**src/rtl/core/bresenham_line_rasterizer_assert.svh**
```systemverilog
// Assertion macros used by the rasterizer output buffer.
// Each macro expects clk_i and rst_ni to be visible where it is used.
`ifndef BRESENHAM_LINE_RASTERIZER_ASSERT_SVH
`define BRESENHAM_LINE_RASTERIZER_ASSERT_SVH

// The consequent must hold in the same cycle as the antecedent.
`define BLR_ASSERT_SAME(label, ante, cons, msg) \
  label: assert property (@(posedge clk_i) disable iff (!rst_ni) (ante) |-> (cons)) \
    else $error(msg);

// The consequent must hold in the cycle after the antecedent.
`define BLR_ASSERT_NEXT(label, ante, cons, msg) \
  label: assert property (@(posedge clk_i) disable iff (!rst_ni) (ante) |=> (cons)) \
    else $error(msg);

`endif

```
**src/rtl/core/blr_pkg.sv**
```systemverilog
package blr_pkg;

  localparam int unsigned CoordBits = 12;
  localparam int unsigned ColorBits = 16;
  localparam int unsigned ErrBits   = CoordBits + 1;

  typedef logic signed [CoordBits-1:0] coord_t;
  typedef logic [CoordBits-1:0]        span_t;
  typedef logic signed [ErrBits-1:0]   err_t;
  typedef logic [ColorBits-1:0]        color_t;

  typedef enum logic [1:0] {
    OpLine   = 2'd0,
    OpLineTo = 2'd1,
    OpMoveTo = 2'd2,
    OpStep   = 2'd3
  } blr_op_e;

  typedef struct packed {
    logic [1:0] opcode;
    coord_t     start_x;
    coord_t     start_y;
    coord_t     end_x;
    coord_t     end_y;
    color_t     pixel_color;
  } blr_in_t;

  typedef struct packed {
    coord_t out_x;
    coord_t out_y;
    color_t out_color;
    logic   on_screen;
    logic   last_pixel;
  } blr_out_t;

  // Absolute difference of two coordinates; always fits in CoordBits unsigned bits.
  function automatic span_t abs_diff(coord_t a, coord_t b);
    logic signed [CoordBits:0] diff;
    diff = {a[CoordBits-1], a} - {b[CoordBits-1], b};
    if (diff < 0) begin
      diff = -diff;
    end
    return diff[CoordBits-1:0];
  endfunction

endpackage

```
**src/rtl/core/blr_in_reg.sv**
```systemverilog
module blr_in_reg (
  input  logic            clk_i,
  input  logic            rst_ni,
  input  logic            in_valid_i,
  output logic            in_ready_o,
  input  blr_pkg::blr_in_t in_data_i,
  output logic            cmd_valid_o,
  input  logic            cmd_take_i,
  output blr_pkg::blr_in_t cmd_o
);

  logic             valid_q, valid_d;
  blr_pkg::blr_in_t data_q;
  logic             load;

  assign in_ready_o = !valid_q || cmd_take_i;
  assign load       = in_valid_i && in_ready_o;

  always_comb begin
    valid_d = valid_q;
    if (load) begin
      valid_d = 1'b1;
    end else if (cmd_take_i) begin
      valid_d = 1'b0;
    end
  end

  always_ff @(posedge clk_i or negedge rst_ni) begin
    if (!rst_ni) begin
      valid_q <= 1'b0;
    end else begin
      valid_q <= valid_d;
    end
  end

  always_ff @(posedge clk_i) begin
    if (load) begin
      data_q <= in_data_i;
    end
  end

  assign cmd_valid_o = valid_q;
  assign cmd_o       = data_q;

endmodule

```
**src/rtl/core/blr_walker.sv**
```systemverilog
module blr_walker #(
  parameter int unsigned SCREEN_WIDTH  = 128,
  parameter int unsigned SCREEN_HEIGHT = 160
) (
  input  logic              clk_i,
  input  logic              rst_ni,
  input  logic              exec_i,
  input  blr_pkg::blr_in_t  cmd_i,
  output logic              push_o,
  output blr_pkg::blr_out_t pix_o
);

  localparam int unsigned Cb = blr_pkg::CoordBits;
  localparam blr_pkg::coord_t ScrW = blr_pkg::coord_t'(SCREEN_WIDTH);
  localparam blr_pkg::coord_t ScrH = blr_pkg::coord_t'(SCREEN_HEIGHT);

  blr_pkg::coord_t cursor_x_q, cursor_x_d, cursor_y_q, cursor_y_d;
  blr_pkg::coord_t major_pos_q, major_pos_d, major_end_q, major_end_d;
  blr_pkg::coord_t minor_pos_q, minor_pos_d;
  blr_pkg::err_t   error_term_q, error_term_d;
  blr_pkg::span_t  major_span_q, major_span_d, minor_span_q, minor_span_d;
  logic            minor_dir_down_q, minor_dir_down_d;
  logic            axes_swapped_q, axes_swapped_d;
  logic            line_active_q, line_active_d;
  blr_pkg::color_t line_color_q, line_color_d;

  blr_pkg::blr_op_e op;
  blr_pkg::coord_t  x0, y0, x1, y1, a0, a1, b0, b1, m0, m1, n0, n1;
  blr_pkg::span_t   adx, ady, ld_major_span;
  logic             ld_swap, ld_rev;
  blr_pkg::coord_t  px, py;
  logic             last, vis;
  blr_pkg::err_t    err_sub;

  assign op = blr_pkg::blr_op_e'(cmd_i.opcode);

  // Line setup: pick the start point, swap axes for steep lines, then order the
  // end points so that the major coordinate rises.
  always_comb begin
    x0 = (op == blr_pkg::OpLine) ? cmd_i.start_x : cursor_x_q;
    y0 = (op == blr_pkg::OpLine) ? cmd_i.start_y : cursor_y_q;
    x1 = cmd_i.end_x;
    y1 = cmd_i.end_y;
    adx = blr_pkg::abs_diff(x1, x0);
    ady = blr_pkg::abs_diff(y1, y0);
    ld_swap = ady > adx;
    a0 = ld_swap ? y0 : x0;
    b0 = ld_swap ? x0 : y0;
    a1 = ld_swap ? y1 : x1;
    b1 = ld_swap ? x1 : y1;
    ld_rev = a0 > a1;
    m0 = ld_rev ? a1 : a0;
    m1 = ld_rev ? a0 : a1;
    n0 = ld_rev ? b1 : b0;
    n1 = ld_rev ? b0 : b1;
    ld_major_span = blr_pkg::span_t'(m1 - m0);
  end

  // Current pixel of the walker.
  always_comb begin
    px   = axes_swapped_q ? minor_pos_q : major_pos_q;
    py   = axes_swapped_q ? major_pos_q : minor_pos_q;
    last = major_pos_q >= major_end_q;
    vis  = !px[Cb-1] && (px < ScrW) && !py[Cb-1] && (py < ScrH);
    err_sub = error_term_q - blr_pkg::err_t'({1'b0, minor_span_q});
  end

  always_comb begin
    cursor_x_d       = cursor_x_q;
    cursor_y_d       = cursor_y_q;
    major_pos_d      = major_pos_q;
    major_end_d      = major_end_q;
    minor_pos_d      = minor_pos_q;
    error_term_d     = error_term_q;
    major_span_d     = major_span_q;
    minor_span_d     = minor_span_q;
    minor_dir_down_d = minor_dir_down_q;
    axes_swapped_d   = axes_swapped_q;
    line_active_d    = line_active_q;
    line_color_d     = line_color_q;
    push_o           = 1'b0;
    if (exec_i) begin
      case (op)
        blr_pkg::OpLine, blr_pkg::OpLineTo: begin
          cursor_x_d       = x1;
          cursor_y_d       = y1;
          axes_swapped_d   = ld_swap;
          major_pos_d      = m0;
          major_end_d      = m1;
          minor_pos_d      = n0;
          major_span_d     = ld_major_span;
          minor_span_d     = blr_pkg::abs_diff(n1, n0);
          error_term_d     = blr_pkg::err_t'({1'b0, ld_major_span} >> 1);
          minor_dir_down_d = !(n0 < n1);
          line_color_d     = cmd_i.pixel_color;
          line_active_d    = 1'b1;
        end
        blr_pkg::OpMoveTo: begin
          cursor_x_d = cmd_i.end_x;
          cursor_y_d = cmd_i.end_y;
        end
        blr_pkg::OpStep: begin
          if (line_active_q) begin
            push_o = 1'b1;
            if (last) begin
              line_active_d = 1'b0;
            end else begin
              // The error never drops below minus the major span, so one
              // correction brings it back to zero or above.
              if (err_sub < 0) begin
                minor_pos_d  = minor_dir_down_q ? minor_pos_q - 1'b1 : minor_pos_q + 1'b1;
                error_term_d = err_sub + blr_pkg::err_t'({1'b0, major_span_q});
              end else begin
                error_term_d = err_sub;
              end
              major_pos_d = major_pos_q + 1'b1;
            end
          end
        end
        default: begin
        end
      endcase
    end
  end

  always_ff @(posedge clk_i or negedge rst_ni) begin
    if (!rst_ni) begin
      cursor_x_q       <= '0;
      cursor_y_q       <= '0;
      major_pos_q      <= '0;
      major_end_q      <= '0;
      minor_pos_q      <= '0;
      error_term_q     <= '0;
      major_span_q     <= '0;
      minor_span_q     <= '0;
      minor_dir_down_q <= 1'b0;
      axes_swapped_q   <= 1'b0;
      line_active_q    <= 1'b0;
      line_color_q     <= '0;
    end else begin
      cursor_x_q       <= cursor_x_d;
      cursor_y_q       <= cursor_y_d;
      major_pos_q      <= major_pos_d;
      major_end_q      <= major_end_d;
      minor_pos_q      <= minor_pos_d;
      error_term_q     <= error_term_d;
      major_span_q     <= major_span_d;
      minor_span_q     <= minor_span_d;
      minor_dir_down_q <= minor_dir_down_d;
      axes_swapped_q   <= axes_swapped_d;
      line_active_q    <= line_active_d;
      line_color_q     <= line_color_d;
    end
  end

  assign pix_o.out_x      = px;
  assign pix_o.out_y      = py;
  assign pix_o.out_color  = line_color_q;
  assign pix_o.on_screen  = vis;
  assign pix_o.last_pixel = last;

endmodule

```
**src/rtl/core/blr_out_buf.sv**
```systemverilog
`include "bresenham_line_rasterizer_assert.svh"

module blr_out_buf (
  input  logic              clk_i,
  input  logic              rst_ni,
  input  logic              push_i,
  input  blr_pkg::blr_out_t push_data_i,
  output logic              space_o,
  output logic              out_valid_o,
  input  logic              out_ready_i,
  output blr_pkg::blr_out_t out_data_o
);

  logic              out_valid_q, out_valid_d;
  logic              skid_valid_q, skid_valid_d;
  blr_pkg::blr_out_t out_data_q, skid_data_q;
  logic              out_fire;

  // Space is taken from a register so that the upstream side never waits on
  // the downstream ready within the same cycle.
  assign space_o  = !skid_valid_q;
  assign out_fire = out_valid_q && out_ready_i;

  always_comb begin
    out_valid_d  = out_valid_q;
    skid_valid_d = skid_valid_q;
    if (!out_valid_q || out_fire) begin
      out_valid_d  = skid_valid_q || push_i;
      skid_valid_d = 1'b0;
    end else if (push_i) begin
      skid_valid_d = 1'b1;
    end
  end

  always_ff @(posedge clk_i or negedge rst_ni) begin
    if (!rst_ni) begin
      out_valid_q  <= 1'b0;
      skid_valid_q <= 1'b0;
    end else begin
      out_valid_q  <= out_valid_d;
      skid_valid_q <= skid_valid_d;
    end
  end

  always_ff @(posedge clk_i) begin
    if (!out_valid_q || out_fire) begin
      out_data_q <= skid_valid_q ? skid_data_q : push_data_i;
    end else if (push_i) begin
      skid_data_q <= push_data_i;
    end
  end

  assign out_valid_o = out_valid_q;
  assign out_data_o  = out_data_q;

  `BLR_ASSERT_SAME(a_skid_behind_out, skid_valid_q, out_valid_q, "skid holds data while output is empty")
  `BLR_ASSERT_SAME(a_no_push_when_full, push_i, !skid_valid_q, "pixel pushed into a full buffer")
  `BLR_ASSERT_NEXT(a_drain_empties, out_fire && !skid_valid_q && !push_i, !out_valid_q, "output stayed valid after its last transfer")

endmodule

```
**src/rtl/core/bresenham_line_rasterizer.sv**
```systemverilog
// Bresenham line rasterizer with a pen cursor.
// Input channel (in_valid_i / in_ready_o / in_data_i) carries commands: line,
// line_to from the cursor, move_to, and step. Only a step taken while a line is
// active produces a transfer on the output channel (out_valid_o / out_ready_i /
// out_data_o), which carries the pixel, its color, an on-screen flag and a
// last-pixel flag. Line commands set up the walker and abort any line in
// progress; the first pixel comes with the next step.
// A step's pixel passes through the input register, is computed by the walker
// and is loaded into the result register.
// Throughput: one command per cycle while the output buffer has room. The walker
// does one add, compare and conditional add per step, so a pixel per cycle holds.
// A two-entry output buffer (result register plus skid register) absorbs a
// stall: commands keep flowing until both entries and the input register are
// full, then in_ready_o drops until the receiver takes a pixel. Commands that give
// no pixel still wait behind a full buffer to keep ordering simple.
// Reset clears the cursor and walker state to zero with no line active and
// empties both the input register and the output buffer.
module bresenham_line_rasterizer #(
  parameter int unsigned SCREEN_WIDTH  = 128,
  parameter int unsigned SCREEN_HEIGHT = 160
) (
  input  logic              clk_i,
  input  logic              rst_ni,
  input  logic              in_valid_i,
  output logic              in_ready_o,
  input  blr_pkg::blr_in_t  in_data_i,
  output logic              out_valid_o,
  input  logic              out_ready_i,
  output blr_pkg::blr_out_t out_data_o
);

  logic              cmd_valid, cmd_take, space, push;
  blr_pkg::blr_in_t  cmd;
  blr_pkg::blr_out_t pix;

  // A buffered command executes once the output buffer has room for a pixel.
  assign cmd_take = cmd_valid && space;

  blr_in_reg u_in_reg (
    .clk_i       (clk_i),
    .rst_ni      (rst_ni),
    .in_valid_i  (in_valid_i),
    .in_ready_o  (in_ready_o),
    .in_data_i   (in_data_i),
    .cmd_valid_o (cmd_valid),
    .cmd_take_i  (cmd_take),
    .cmd_o       (cmd)
  );

  blr_walker #(
    .SCREEN_WIDTH  (SCREEN_WIDTH),
    .SCREEN_HEIGHT (SCREEN_HEIGHT)
  ) u_walker (
    .clk_i  (clk_i),
    .rst_ni (rst_ni),
    .exec_i (cmd_take),
    .cmd_i  (cmd),
    .push_o (push),
    .pix_o  (pix)
  );

  blr_out_buf u_out_buf (
    .clk_i       (clk_i),
    .rst_ni      (rst_ni),
    .push_i      (push),
    .push_data_i (pix),
    .space_o     (space),
    .out_valid_o (out_valid_o),
    .out_ready_i (out_ready_i),
    .out_data_o  (out_data_o)
  );

endmodule

```
**config.mk**
```make
export PLATFORM = sky130hd
export DESIGN_NAME = bresenham_line_rasterizer
export DESIGN_NICKNAME = d
export VERILOG_FILES = /design/src/rtl/core/blr_pkg.sv /design/src/rtl/core/blr_in_reg.sv /design/src/rtl/core/blr_walker.sv /design/src/rtl/core/blr_out_buf.sv /design/src/rtl/core/bresenham_line_rasterizer.sv
export VERILOG_INCLUDE_DIRS = /design/src /design/src/rtl/core
export SDC_FILE = /design/constraint.sdc
export NUM_CORES = 1
export LEC_CHECK = 0
export ABC_CLOCK_PERIOD_IN_PS = 16320
export BUFFER_PORTS_ARGS = -buffer_cell sky130_fd_sc_hd__buf_4
export CAP_MARGIN = 15
export CORE_UTILIZATION = 55
export DETAILED_ROUTE_END_ITERATION = 7
export PLACE_DENSITY = 0.85
export SYNTH_ARGS = -nofsm -noshare
export SYNTH_HDL_FRONTEND = slang
export SYNTH_SLANG_ARGS = --single-unit
```
**constraint.sdc**
```tcl
create_clock -name clk_i -period 16.32 [get_ports clk_i]
set_input_delay 3.264 -clock clk_i [delete_from_list [all_inputs] [get_ports clk_i]]
set_output_delay 3.264 -clock clk_i [all_outputs]
set_load 0.02 [all_outputs]
```
==> impl_metrics.csv, run 1 <==
group,metric,value,unit
critical_path,reg2reg_setup_slack,3.32,ns
yosys,synth.net_count,1852,
finish,num-fill-cells,2287,
timing,skew,0.0387,ns
yosys,syn_area_per_cell,10.0,um2
yosys,post_synth_num_cell_types,76,
clocking,cts_setup_buffers,0,
critical_path,timing_worst_setup_path_type,"reg -> reg",
yosys,postSynth.topFlopCell,"edfxtp_1",
yosys,synthDominantAreaCellType,"edfxtp_1",
routing,drt-wirelength-per-cell,21.0,um
timing,final-hold-violation-count,0,
timing,final_worst_path_period_share,79.7,%
finish,multi_input_comb_area,0.00868,mm2
critical_path,crit_path_top_delay_cell,"o21ai_0",
timing,rsz0062_at_grt,"false",
yosys,yosys_register_bits,269,
yosys,synth_common_cells,"nand2_1 (207), edfxtp_1 (150), dfrtp_1 (119), o21ai_0 (118), nor2_1 (117)",
yosys,yosys-top-cells-area,"edfxtp_1 (27%), dfrtp_1 (18%), ha_1 (8.3%)",
global_routing,global_route.usage.total,29.4,%
floorplan,core.rowCount,63,
yosys,synth_enable_flop_cells,150,
floorplan,die_y,176,um
place,place_congestion,0.975,
routing,vias_per_cell,6.17,
hold_path,worst_hold_path.num_cells,2,
routing,drt_drc,0,
clocking,cts_tree,"built",
global_routing,grt_overflow,0,
yosys,asyncSetResetFlopFracSynth,44.2,%
routing,ant_nets,0,
critical_path,cp.arrival,13.42,ns
hold_path,hold_end,"u_walker.line_color_q[15]",
clocking,clock_latency_of_the_later_clocked_register_in_the_worst_skew_pair,0.58,ns
yosys,synth_warnings,0,
routing,drt_first_pass_iters,6,
critical_path,worst_r2r_path_depth,47,
timing,final_tns_setup,0,ns
critical_path,critPathMaxFanout,77,
critical_path,critical_path.startpoint_type,"register",
place,detailed_place_hpwl,32.5,mm
floorplan,floorplan.core_area,0.0298,mm2
yosys,seq_area_frac_synth,44.7,%
finish,area.growth.synth_to_final,13.2,%
outcome,outcome,"finished clean",
hold_path,hold_path.class,"reg -> reg",
timing,timing.fmax,76.9,MHz
critical_path,critical_path.reg2reg.endpoint,"u_walker.minor_span_q[11]",
floorplan,floorplan.die_area,0.0311,mm2
place,buffer_ports.inserted,113,
timing,min_period,13.00,ns
clocking,cts-buffers-inserted,29,
critical_path,cpMostUsedCell,"o21ai_0",
finish,final_layout_size_suffix_gt1_share,17.2,%
yosys,synthesis.instances,1667,
global_routing,largest_net_degree_at_the_start_of_global_routing,78,
global_routing,antenna_found_initial,0,
timing,tightestPinTransition,1.10,ns
clocking,clock_tree.htree_level_count,1,
routing,dr_total_vias,13400,
global_routing,first_global_vias,13000,
routing,drt-initial-drc-count,1344,
yosys,synth_most_common_cell,"nand2_1",
floorplan,io_pins,114,
clocking,path_clk_slew,0.07,ns
clocking,clock_path_buffers,3,
timing,worst_slew_margin_rel,25.7,%
timing,hold-worst-slack,0.434,ns
critical_path,timing.critical_path.to_type,"register",
clocking,root_buffer,"clkbuf_16",
critical_path,critPathRequiredTime,16.74,ns
critical_path,worst_path_largest_cell_delay,0.88,ns
clocking,cts_hold_repair.buffers,0,
critical_path,r2r-start,"u_in_reg.cmd_o[65]",
yosys,synth_top_cell_area_share,26.9,%
hold_path,min-delay-start,"u_in_reg.cmd_o[15]",
global_routing,grt_first_pass_wirelength,70.9,mm
routing,routed_wire_length,45.5,mm
yosys,syn_area,0.0167,mm2
clocking,clock-sinks,269,
run,maxCapViolCount,0,
floorplan,floorplan.initialDensity,56.2,%
finish,regArea,0.00748,mm2
floorplan,chipWidth,176,um
clocking,cts-resized-gates,0,
timing,number_of_pins_exceeding_their_max_slew_limit_in_the_final_report,0,
timing,final-setup-viol-count,0,
finish,antenna-diode-count,0,
finish,layout.nets,1939,
[registers in the layout, summed over array words and instances (netlist names), 12 cells and up]
name,cells
u_in_reg.cmd_o,66
u_out_buf.out_data_o,42
u_out_buf.skid_data_q,42
u_walker.cursor_x_q,12
u_walker.cursor_y_q,12
u_walker.error_term_q,13
u_walker.line_color_q,16
u_walker.major_end_q,12
u_walker.major_pos_q,12
u_walker.major_span_q,12
u_walker.minor_pos_q,12
u_walker.minor_span_q,12
[worst max-delay path: cells and delay by family, from the launching register on]
kind	cells	cell delay (ns)
DFF	1	0.60
AOI/OAI and AO/OA	19	5.01
and+or+nand+nor	13	2.43
muxes	4	1.47
xor gates and xnor gates	3	0.49
buffers and inverters	3	1.21
adders and majority gates	5	1.59
[per-layer routing]
metal	wire length (um)	GRT usage (%)	vias up
met1	18600	39.2	6435
met3	3540	4.11	113
li1	-	-	6192
met5	0	0	-
met2	21600	49.0	635
met4	1720	10.9	0
[per-stage QoR]
step           instance area (um2)  worst slack, ns  util (%)  cells
2_1_floorplan                16700             5.05         -   1667
3_3_place_gp                 17900             3.92      60.1   2112
3_5_place_dp                 17900             3.69      60.1   2112
4_1_cts                      18900             3.65      63.5   2166
5_1_grt                      18900             2.42      63.6   2167
6_report                     18900             3.32      63.6   2167
[cell families after synthesis]
| family | share of synthesized area (%) |
|---|---|
| AO/OA/AOI/OAI | 15.6 |
| XOR/XNOR | 4.92 |
| adder cells (fa/ha/maj) | 8.91 |
| buffers and inverters | 3.61 |
| flip-flops | 44.7 |
| multiplexers | 9.21 |
| AND/OR/NAND/NOR | 13.0 |
[cells in the final DEF, fill, tap and decap left out, drive strengths merged, types with 7 or more instances in the layout]
cell      n
mux2     95
a21o     24
dfrtp   119
ha      111
nand2b   16
nor3     13
o21ai   125
a211oi   15
a31oi     7
a21oi   119
or2       7
buf     132
or3b      7
xor2     34
o211ai   25
nand2   207
nand3    28
mux2i    47
nor2    118
a21boi    9
o21a     12
or3       9
nor4      8
and2     13
o21bai   21
inv      80
o31ai     9
o311ai    8
nor2b     9
edfxtp  150
nand4    12
clkinv    7
and3     16
xnor2    60
clkbuf   40
[final cells by class]
cell class / instances / share of cell area, %
inverters: 77 / 1.53
flip-flops and latches: 269 / 39.5
clock buffers: 40 / 4.21
repair buffers: 132 / 5.34
multi-input cells: 1245 / 45.8
clock inverters: 14 / 1.04
well taps: 390 / 2.58
[worst max-delay path by stage]
stage	from	endpoint	slack [ns]
2_1_floorplan	u_in_reg.cmd_o[65]	u_walker.minor_span_q[11]	5.05
3_3_place_gp	u_in_reg.cmd_o[65]	u_walker.minor_span_q[9]	3.92
3_5_place_dp	u_in_reg.cmd_o[65]	u_walker.minor_span_q[11]	3.69
4_1_cts	u_in_reg.cmd_o[65]	u_walker.minor_span_q[11]	3.65
5_1_grt	u_in_reg.cmd_o[65]	u_walker.minor_span_q[10]	2.42
6_report	u_in_reg.cmd_o[65]	u_walker.minor_span_q[11]	3.32
Power of run 1 is left out: the tool's default activity adds up to more than one toggle a clock period on the data nets, which glitch-free logic cannot reach.
==> inputs of run 2 (changes only) <==
--- a/config.mk
+++ b/config.mk
@@ -6,7 +6,7 @@
 export SDC_FILE = /design/constraint.sdc
 export NUM_CORES = 1
 export LEC_CHECK = 0
-export ABC_CLOCK_PERIOD_IN_PS = 16320
+export ABC_CLOCK_PERIOD_IN_PS = 12200
 export BUFFER_PORTS_ARGS = -buffer_cell sky130_fd_sc_hd__buf_4
 export CAP_MARGIN = 15
 export CORE_UTILIZATION = 55
==> constraint.sdc (replaced) <==
create_clock -name clk_i -period 12.2 [get_ports clk_i]
set_input_delay 2.44 -clock clk_i [delete_from_list [all_inputs] [get_ports clk_i]]
set_output_delay 2.44 -clock clk_i [all_outputs]
set_load 0.02 [all_outputs]
==> run 2 against run 1 <==
  * Sequential cell count did not move
  * Clock-buffer cell count fell by 5
  * Die area did not move
  * Setup slack got worse by 2.6 ns
  * Fmax grew 13%
  * Register-to-register slack worse by 2.6 ns
  * Critical path depth is 2 lower
==> impl_metrics.csv, run 2 (synthesized netlist as in run 1, its figures left out) <==
group,metric,value,unit
routing,route.met3.wl,3.17,mm
global_routing,antenna_found_initial,0,
timing,final_worst_path_period_share,94.5,%
routing,drt_drc,0,
critical_path,startpoint,"u_in_reg.cmd_o[65]",
outcome,outcome,"finished clean",
clocking,clock_tree.htree_level_count,1,
critical_path,critical_path.startpoint_type,"register",
critical_path,worst_r2r_path_depth,45,
routing,topmost_layer_with_routed_signal_wires,"met4",
place,detailed_place_hpwl,33.2,mm
critical_path,cp.arrival,11.94,ns
finish,layout.cells.most_common_list,"nand2_1 (207), buf_4 (158), edfxtp_1 (150)",
timing,timing.fmax,86.7,MHz
hold_path,hold_end,"u_walker.line_color_q[9]",
run,maxCapViolCount,0,
critical_path,timing.critical_path.to_type,"register",
floorplan,io_pins,114,
critical_path,critPathTopFamily,"compound AO/OA/AOI/OAI gates",
routing,detailroute.wirelength.met2,21.5,mm
routing,routed_wire_length,45.2,mm
clocking,clock-sinks,269,
floorplan,floorplan.core_area,0.0298,mm2
finish,non_filler_cells_final,2192,
floorplan,floorplan.initialDensity,56.2,%
timing,final_tns_setup,0,ns
routing,drt-wirelength-per-cell,20.6,um
place,detailed_place.area,0.0181,mm2
critical_path,timing.critical_path.buf_inv,1,
finish,area.growth.synth_to_final,14.2,%
critical_path,worst_path_largest_cell_delay,0.50,ns
routing,ant_nets,0,
critical_path,r2r-start,"u_in_reg.cmd_o[65]",
global_routing,grt_overflow,0,
finish,most_common_library_cell_in_the_layout_ignoring_fill_and_taps,"nand2_1",
hold_path,hold_path.class,"reg -> reg",
critical_path,reg2reg_setup_slack,0.67,ns
timing,final-hold-violation-count,0,
clocking,clock_path_buffers,3,
hold_path,worst_hold_path.num_cells,2,
floorplan,floorplan.die_area,0.0311,mm2
finish,final_design_utilization,64.1,%
critical_path,cpMostUsedCell,"o21ai_0",
floorplan,chipWidth,176,um
finish,final_cell_area,0.0191,mm2
place,buffer_ports.inserted,113,
critical_path,critPathRequiredTime,12.61,ns
clocking,cts_tree,"built",
critical_path,critPathMaxFanout,13,
routing,drt_first_pass_iters,7,
finish,layout.nets,1966,
routing,route.layer.met1.wl,18.4,mm
critical_path,critical_path.reg2reg.endpoint,"u_walker.minor_span_q[10]",
critical_path,crit_path_top_delay_cell,"edfxtp_1",
timing,final-setup-viol-count,0,
finish,antenna-diode-count,0,
global_routing,grt_first_pass_wirelength,71.3,mm
global_routing,largest_net_degree_at_the_start_of_global_routing,77,
timing,skew,0.0195,ns
clocking,root_buffer,"clkbuf_16",
finish,num-fill-cells,2275,
finish,largest_register_ffs,66,
floorplan,die_y,176,um
place,place_inst,2130,
global_routing,first_global_vias,13200,
timing,tightestPinTransition,1.09,ns
global_routing,global_route.usage.total,29.3,%
clocking,path_clk_slew,0.06,ns
timing,number_of_pins_exceeding_their_max_slew_limit_in_the_final_report,0,
timing,worst_slew_margin_rel,27.4,%
routing,vias_per_cell,6.11,
critical_path,timing_worst_setup_path_type,"reg -> reg",
hold_path,min-delay-start,"u_in_reg.cmd_o[9]",
finish,final_layout_size_suffix_gt1_share,18.9,%
routing,drt-initial-drc-count,1078,
clocking,cts-buffers-inserted,28,
timing,min_period,11.53,ns
floorplan,core.rowCount,63,
routing,dr_total_vias,13400,
place,place_congestion,0.937,
clocking,clock_latency_of_the_later_clocked_register_in_the_worst_skew_pair,0.56,ns
[run 2: changes by cell type in the layout (fill, tap and decap cells not counted), moves of 2 or more]
cell	before	now
bufinv_16	4	2
mux2i_2	0	5
clkinv_2	3	8
clkbuf_8	3	0
buf_4	131	158
mux2i_1	47	40
mux2i_4	0	2
[run 2: timing repair]
action                                  CTS  global route
endpoints found under the hold margin     0             0
buffers inserted                          0            10
resized for setup                         0            14
endpoints found under the setup margin    0            12
hold buffers                              0             0
[run 2: per-layer routing]
metal | global-route usage, % | vias up
met5 | 0 | -
met4 | 11.9 | 0
met3 | 3.90 | 119
met2 | 49.2 | 572
met1 | 38.3 | 6466
li1 | - | 6247
[run 2: cell type report]
type | count | area, um2 | share of cell area [%]
Multi-Input combinational cell | 1245 | 8740 | 45.7
Clock buffer | 35 | 727 | 3.81
Clock inverter | 16 | 154 | 0.806
Timing Repair Buffer | 160 | 1220 | 6.41
Tap cell | 390 | 488 | 2.55
Inverter | 77 | 289 | 1.51
Sequential cell | 269 | 7480 | 39.2
[run 2: worst max path at each step]
stage | endpoint | slack (ns) | cells after the start
floorplan | u_walker.minor_span_q[11] | 0.93 | 55
global placement | u_walker.minor_span_q[10] | 0.50 | 48
detailed placement | u_walker.minor_span_q[10] | 0.20 | 48
CTS | u_walker.minor_span_q[10] | 0.12 | 48
global route | u_walker.minor_span_q[10] | -0.03 | 50
finish | u_walker.minor_span_q[10] | 0.67 | 45
[run 2: metrics by stage]
step / setup WS, ns / hold WS [ns]
global placement: 0.502 / 0.418
finish: 0.669 / 0.429
detailed placement: 0.200 / 0.427
global route: -0.0331 / 0.440
CTS: 0.122 / 0.434
floorplan: 0.933 / 0.415
[run 2: tightest hold or removal path: cells and delay by family (launching register included)]
kind	cells	cell delay [ns]
flip-flops	1	0.32
AND/OR/NAND/NOR	2	0.09
Power of run 2 is left out for the same reason.
